[config.mk]
export PLATFORM = sky130hd
export DESIGN_NAME = ntr_search_step
export DESIGN_NICKNAME = d
export VERILOG_FILES = /design/src/rtl/ntr_pkg.sv /design/src/rtl/ntr_search_step.sv
export SDC_FILE = /design/constraint.sdc
export NUM_CORES = 2
export LEC_CHECK = 0
export ABC_CLOCK_PERIOD_IN_PS = 9600
export BUFFER_PORTS_ARGS = -buffer_cell sky130_fd_sc_hd__buf_2
export CAP_MARGIN = 0
export CORE_MARGIN = 8
export CORE_UTILIZATION = 30
export CTS_CLUSTER_SIZE = 10
export DETAILED_ROUTE_END_ITERATION = 6
export GPL_ROUTABILITY_DRIVEN = 0
export PLACE_DENSITY = 0.48
export SYNTH_ARGS = -nofsm -noshare
export SYNTH_HDL_FRONTEND = slang
export SYNTH_SLANG_ARGS = --single-unit
[constraint.sdc]
create_clock -name clock -period 9.6 [get_ports clock]
set_input_delay 0.48 -clock clock [delete_from_list [all_inputs] [get_ports clock]]
set_output_delay 0.48 -clock clock [all_outputs]
set_load 0.05 [all_outputs]
[src/rtl/ntr_pkg.sv]
// ----------------------------------------------------------------------------
// Normal texel renormalize package
// Shared types and constants for the renormalize pipeline: the per-channel
// search lane, the texel record that travels down the pipeline and the
// fixed widths of the datapath.
// ----------------------------------------------------------------------------
package ntr_pkg;

   // Number of colour channels in a texel (red, green, blue).
   localparam int NumChannels  = 3;
   // Search steps after the sign of the code is known (bits 6 down to 0).
   localparam int SearchSteps  = 7;
   // Front stage, set-up stage, then one stage per search step.
   localparam int NumStages    = 2 + SearchSteps;

   // Datapath widths.
   localparam int DsqWidth     = 16;   // |d|^2, |d| <= 255
   localparam int SumWidth     = 18;   // S <= 3 * 65025
   localparam int RhsWidth     = 32;   // 65025 * |d|^2
   localparam int AsqWidth     = 15;   // a^2, a <= 128
   localparam int ProdWidth    = 35;   // 4 * a^2 * S

   // 255^2: the squared full-scale factor of the encoding.
   localparam logic [DsqWidth-1:0] ScaleSq  = 16'd65025;
   // Starting magnitude and its square for a negative component.
   localparam logic [7:0]          NegStart = 8'd128;
   localparam logic [AsqWidth-1:0] NegStartSq = 15'd16384;

   // One channel of the search: sign of d, current distance from code 128,
   // its square and the fixed right-hand side of the comparison.
   typedef struct packed {
      logic                neg;
      logic [7:0]          a;
      logic [AsqWidth-1:0] asq;
      logic [RhsWidth-1:0] rhs;
   } lane_type;

   // Texel record carried through the search stages.
   typedef struct packed {
      logic [7:0]                    alpha;
      logic [SumWidth-1:0]           s;
      lane_type [NumChannels-1:0]    lanes;
   } search_type;

endpackage

[src/rtl/ntr_search_step.sv]
// ----------------------------------------------------------------------------
// Renormalize search step
// One pipeline stage of the per-channel binary search. It tries one more
// bit of the code in each channel, decides it by an exact squared comparison
// and registers the updated record.
// ----------------------------------------------------------------------------
module ntr_search_step import ntr_pkg::*; #(
   parameter int BitPos = 6
) (
   input  logic       clock,
   input  logic       enable,
   input  search_type stage_in,
   output search_type stage_out
);

   localparam logic [7:0]          StepA  = 8'(1 << BitPos);
   localparam logic [AsqWidth-1:0] StepSq = AsqWidth'(1 << (2 * BitPos));

   search_type stage_ff;
   search_type stage_in_c;

   logic [7:0]           cand_a     [NumChannels];
   logic [AsqWidth-1:0]  cross_term [NumChannels];
   logic [AsqWidth-1:0]  cand_sq    [NumChannels];
   logic [AsqWidth+1:0]  lhs_sc     [NumChannels];
   logic [ProdWidth-1:0] prod       [NumChannels];
   logic                 take       [NumChannels];

   // Candidate code per channel: move one step towards the far end of the
   // half chosen by the sign, update the square incrementally and keep the
   // step when 4*a^2*S stays on the right side of 65025*d^2.
   always_comb begin
      stage_in_c = stage_in;
      for (int i = 0; i < NumChannels; i++) begin
         cross_term[i] = AsqWidth'(stage_in.lanes[i].a) << (BitPos + 1);
         if (stage_in.lanes[i].neg) begin
            cand_a[i]  = stage_in.lanes[i].a - StepA;
            cand_sq[i] = stage_in.lanes[i].asq - cross_term[i] + StepSq;
         end else begin
            cand_a[i]  = stage_in.lanes[i].a + StepA;
            cand_sq[i] = stage_in.lanes[i].asq + cross_term[i] + StepSq;
         end
         lhs_sc[i] = {cand_sq[i], 2'b00};
         prod[i]   = ProdWidth'(lhs_sc[i]) * ProdWidth'(stage_in.s);
         if (stage_in.lanes[i].neg) begin
            take[i] = prod[i] >= ProdWidth'(stage_in.lanes[i].rhs);
         end else begin
            take[i] = prod[i] <= ProdWidth'(stage_in.lanes[i].rhs);
         end
         if (take[i]) begin
            stage_in_c.lanes[i].a   = cand_a[i];
            stage_in_c.lanes[i].asq = cand_sq[i];
         end
      end
   end

   // Stage register; validity is tracked by the top level.
   always_ff @(posedge clock) begin
      if (enable) begin
         stage_ff <= stage_in_c;
      end
   end

   assign stage_out = stage_ff;

endmodule

==> impl_metrics.csv <==
group,metric,value,unit
status,status,"completed",
logic_synthesis,syn_avg_cell_area,9.29,sq um
critical_path,cpLargestDelayFamily,"adder cells",
logic_synthesis,synthesis.area,38800,sq um
cells_and_area,area_growth,23.9,%
clocking,clkSlewWorstSetupHoldPaths,80,ps
cells_and_area,drive_above_1_share,23.9,%
logic_synthesis,async_flop_share,0,%
sta,rsz0062_at_grt,"true",
route,antenna_left,0,
cells_and_area,num-nets-final,6243,
sta,tns,0,ps
sta,finalCriticalPeriod,9600,ps
clocking,cts.path.max_buffers,2,
logic_synthesis,yosys_register_bits,194,
logic_synthesis,synth_area_leaders,"fa_1 32%, ha_1 15%, edfxtp_1 15%",
logic_synthesis,ys_warn_count,0,
placed_design,hpwl,94500,microns
floorplan,fp-row-count,132,
global_routing,grt_pass1_wl,181000,microns
critical_path,slowest_stage,"or4_4",
placed_design,placed_cells,6565,
floorplan,die_h,375,microns
placed_design,io_buffers,389,
floorplan,die_w,375,microns
logic_synthesis,ys.flop_type,"edfxtp_1",
logic_synthesis,synth.net_count,5471,
floorplan,start_util,30.1,%
global_routing,use_met3,2.55,%
route,first_iter_violations,1287,
critical_path,cp_max_fo,8,
global_routing,gr-max-usage-layer,"met2",
cells_and_area,fillers,13200,
logic_synthesis,synth.largest_area_cell,"fa_1",
route,wl,113000,microns
logic_synthesis,synth_top_area_share,32.1,%
sta,fmax,104,MHz
clocking,cts_max_level,4,
clocking,clock-sinks,194,
logic_synthesis,synth_edf_count,194,
critical_path,path_common_cell,"fa_1",
job,max_cap_violations,0,
route,wl_per_cell,17.0,microns
logic_synthesis,seq_area_frac_synth,15.0,%
critical_path,slowest_delay,560,ps
logic_synthesis,ys_types,92,
route,vias,30200,
route,drt_pre_antenna_iters,5,
critical_path,path_buf_inv,10,
floorplan,pin_count,390,
hold_path,hold_class,"input pin to flip-flop",
sta,finalSetupViolCount,0,
sta,slew_headroom,40.0,%
sta,final_hold_viol_count,0,
clocking,cts_tree,"built",
sta,fin_crit_sh,100,%
cells_and_area,register_area,5830,sq um
floorplan,die_area,141000,sq um
critical_path,cp-end-kind,"flip-flop",
logic_synthesis,yosys-top-cells-count,"860 x inv_1, 621 x fa_1, 554 x nand2_1",
cells_and_area,largest_reg_flops,194,
global_routing,antenna_found_initial,7,
floorplan,core_area,129000,sq um
critical_path,setup.worst_path.start_class,"input pin",
logic_synthesis,synthCells,4174,
sta,tightest_slew,899,ps
sta,slew_violations,0,
route,drc,0,
clocking,root_buffer,"clkbuf_16",
global_routing,grt_pass1_vias,32900,
logic_synthesis,yosysMostFrequentCell,"inv_1",
sta,whs,114,ps
global_routing,grt_overflow,0,
global_routing,gr-usage-met1,21.5,%
route,vias_per_cell,4.56,
critical_path,worstPathArrival,9880,ps
global_routing,grt_max_degree,81,
global_routing,track_usage,16.1,%
critical_path,critPathRequiredTime,9890,ps
global_routing,use_met2,27.4,%
clocking,cts_buffers,17,
critical_path,setup.worst_path.class,"input pin to flip-flop",
cells_and_area,multi_input_area,30000,sq um
cells_and_area,fin_cells,6636,
==> cells by family after synthesis <==
logic type | count (synthesis) | synth area share (%)
multiplexers | 46 | 1.40
AO/OA/AOI/OAI | 473 | 7.84
buffers and inverters | 1031 | 10.1
flip-flops | 194 | 15.0
AND/OR/NAND/NOR | 1196 | 15.0
adder cells (fa/ha/maj) | 1101 | 47.6
XOR/XNOR | 133 | 3.01
==> layout by cell type, fill, tap and decap left out, types with 27 or more instances in the layout <==
cell	synthesis	routed
xor2_1	38	37
inv_1	860	843
nand4_1	31	31
a21o_1	49	49
a21oi_2	0	34
nor2_1	102	96
ha_1	480	456
o21ai_1	21	27
o21ai_0	75	53
buf_4	1	498
o21a_1	32	31
xnor2_1	95	91
edfxtp_1	194	194
nand3_1	34	33
fa_1	621	614
buf_2	2	385
a21oi_1	160	123
and2_1	356	353
nand2_1	554	550
==> per-stage QoR <==
stage	setup WS [ps]	instance area, sq um	util, %
2_1_floorplan	-175	39200	-
3_3_place_gp	-838	46400	36.0
3_5_place_dp	-875	46400	36.0
4_1_cts	7.35	47100	36.5
5_1_grt	-326	48000	37.3
6_report	1.62	48000	37.3
==> layout make-up <==
class / instances / area share, %
Clock inverter: 14 / 0.253
Multi-Input combinational cell: 2952 / 62.5
Inverter: 860 / 6.75
Tap cell: 1675 / 4.36
Antenna cell: 3 / 0.0156
Sequential cell: 194 / 12.1
Clock buffer: 17 / 0.886
Timing Repair Buffer: 921 / 13.1
==> layer usage <==
layer	up-vias	part of all wire [%]
met3	86	3.8
met1	15000	46
met2	484	48
met5	-	0.024
met4	4	2.0
li1	14700	-
==> timing repair <==
item                                    CTS  global route
buffers inserted                          3            28
hold buffers                              0             0
resized for setup                        17           161
endpoints found under the setup margin   31            45
cloned                                    1             5
pin swaps                                 3            98
==> final timing paths <==
kind,startpoint,end,depth (start not counted)
worst max-delay path,stage_in[90],stage_out[100],45
worst min-delay path,stage_in[187],stage_out[187],1
Power is left out: the tool's default activity adds up to more than one toggle a clock period on the data nets, which glitch-free logic cannot reach.
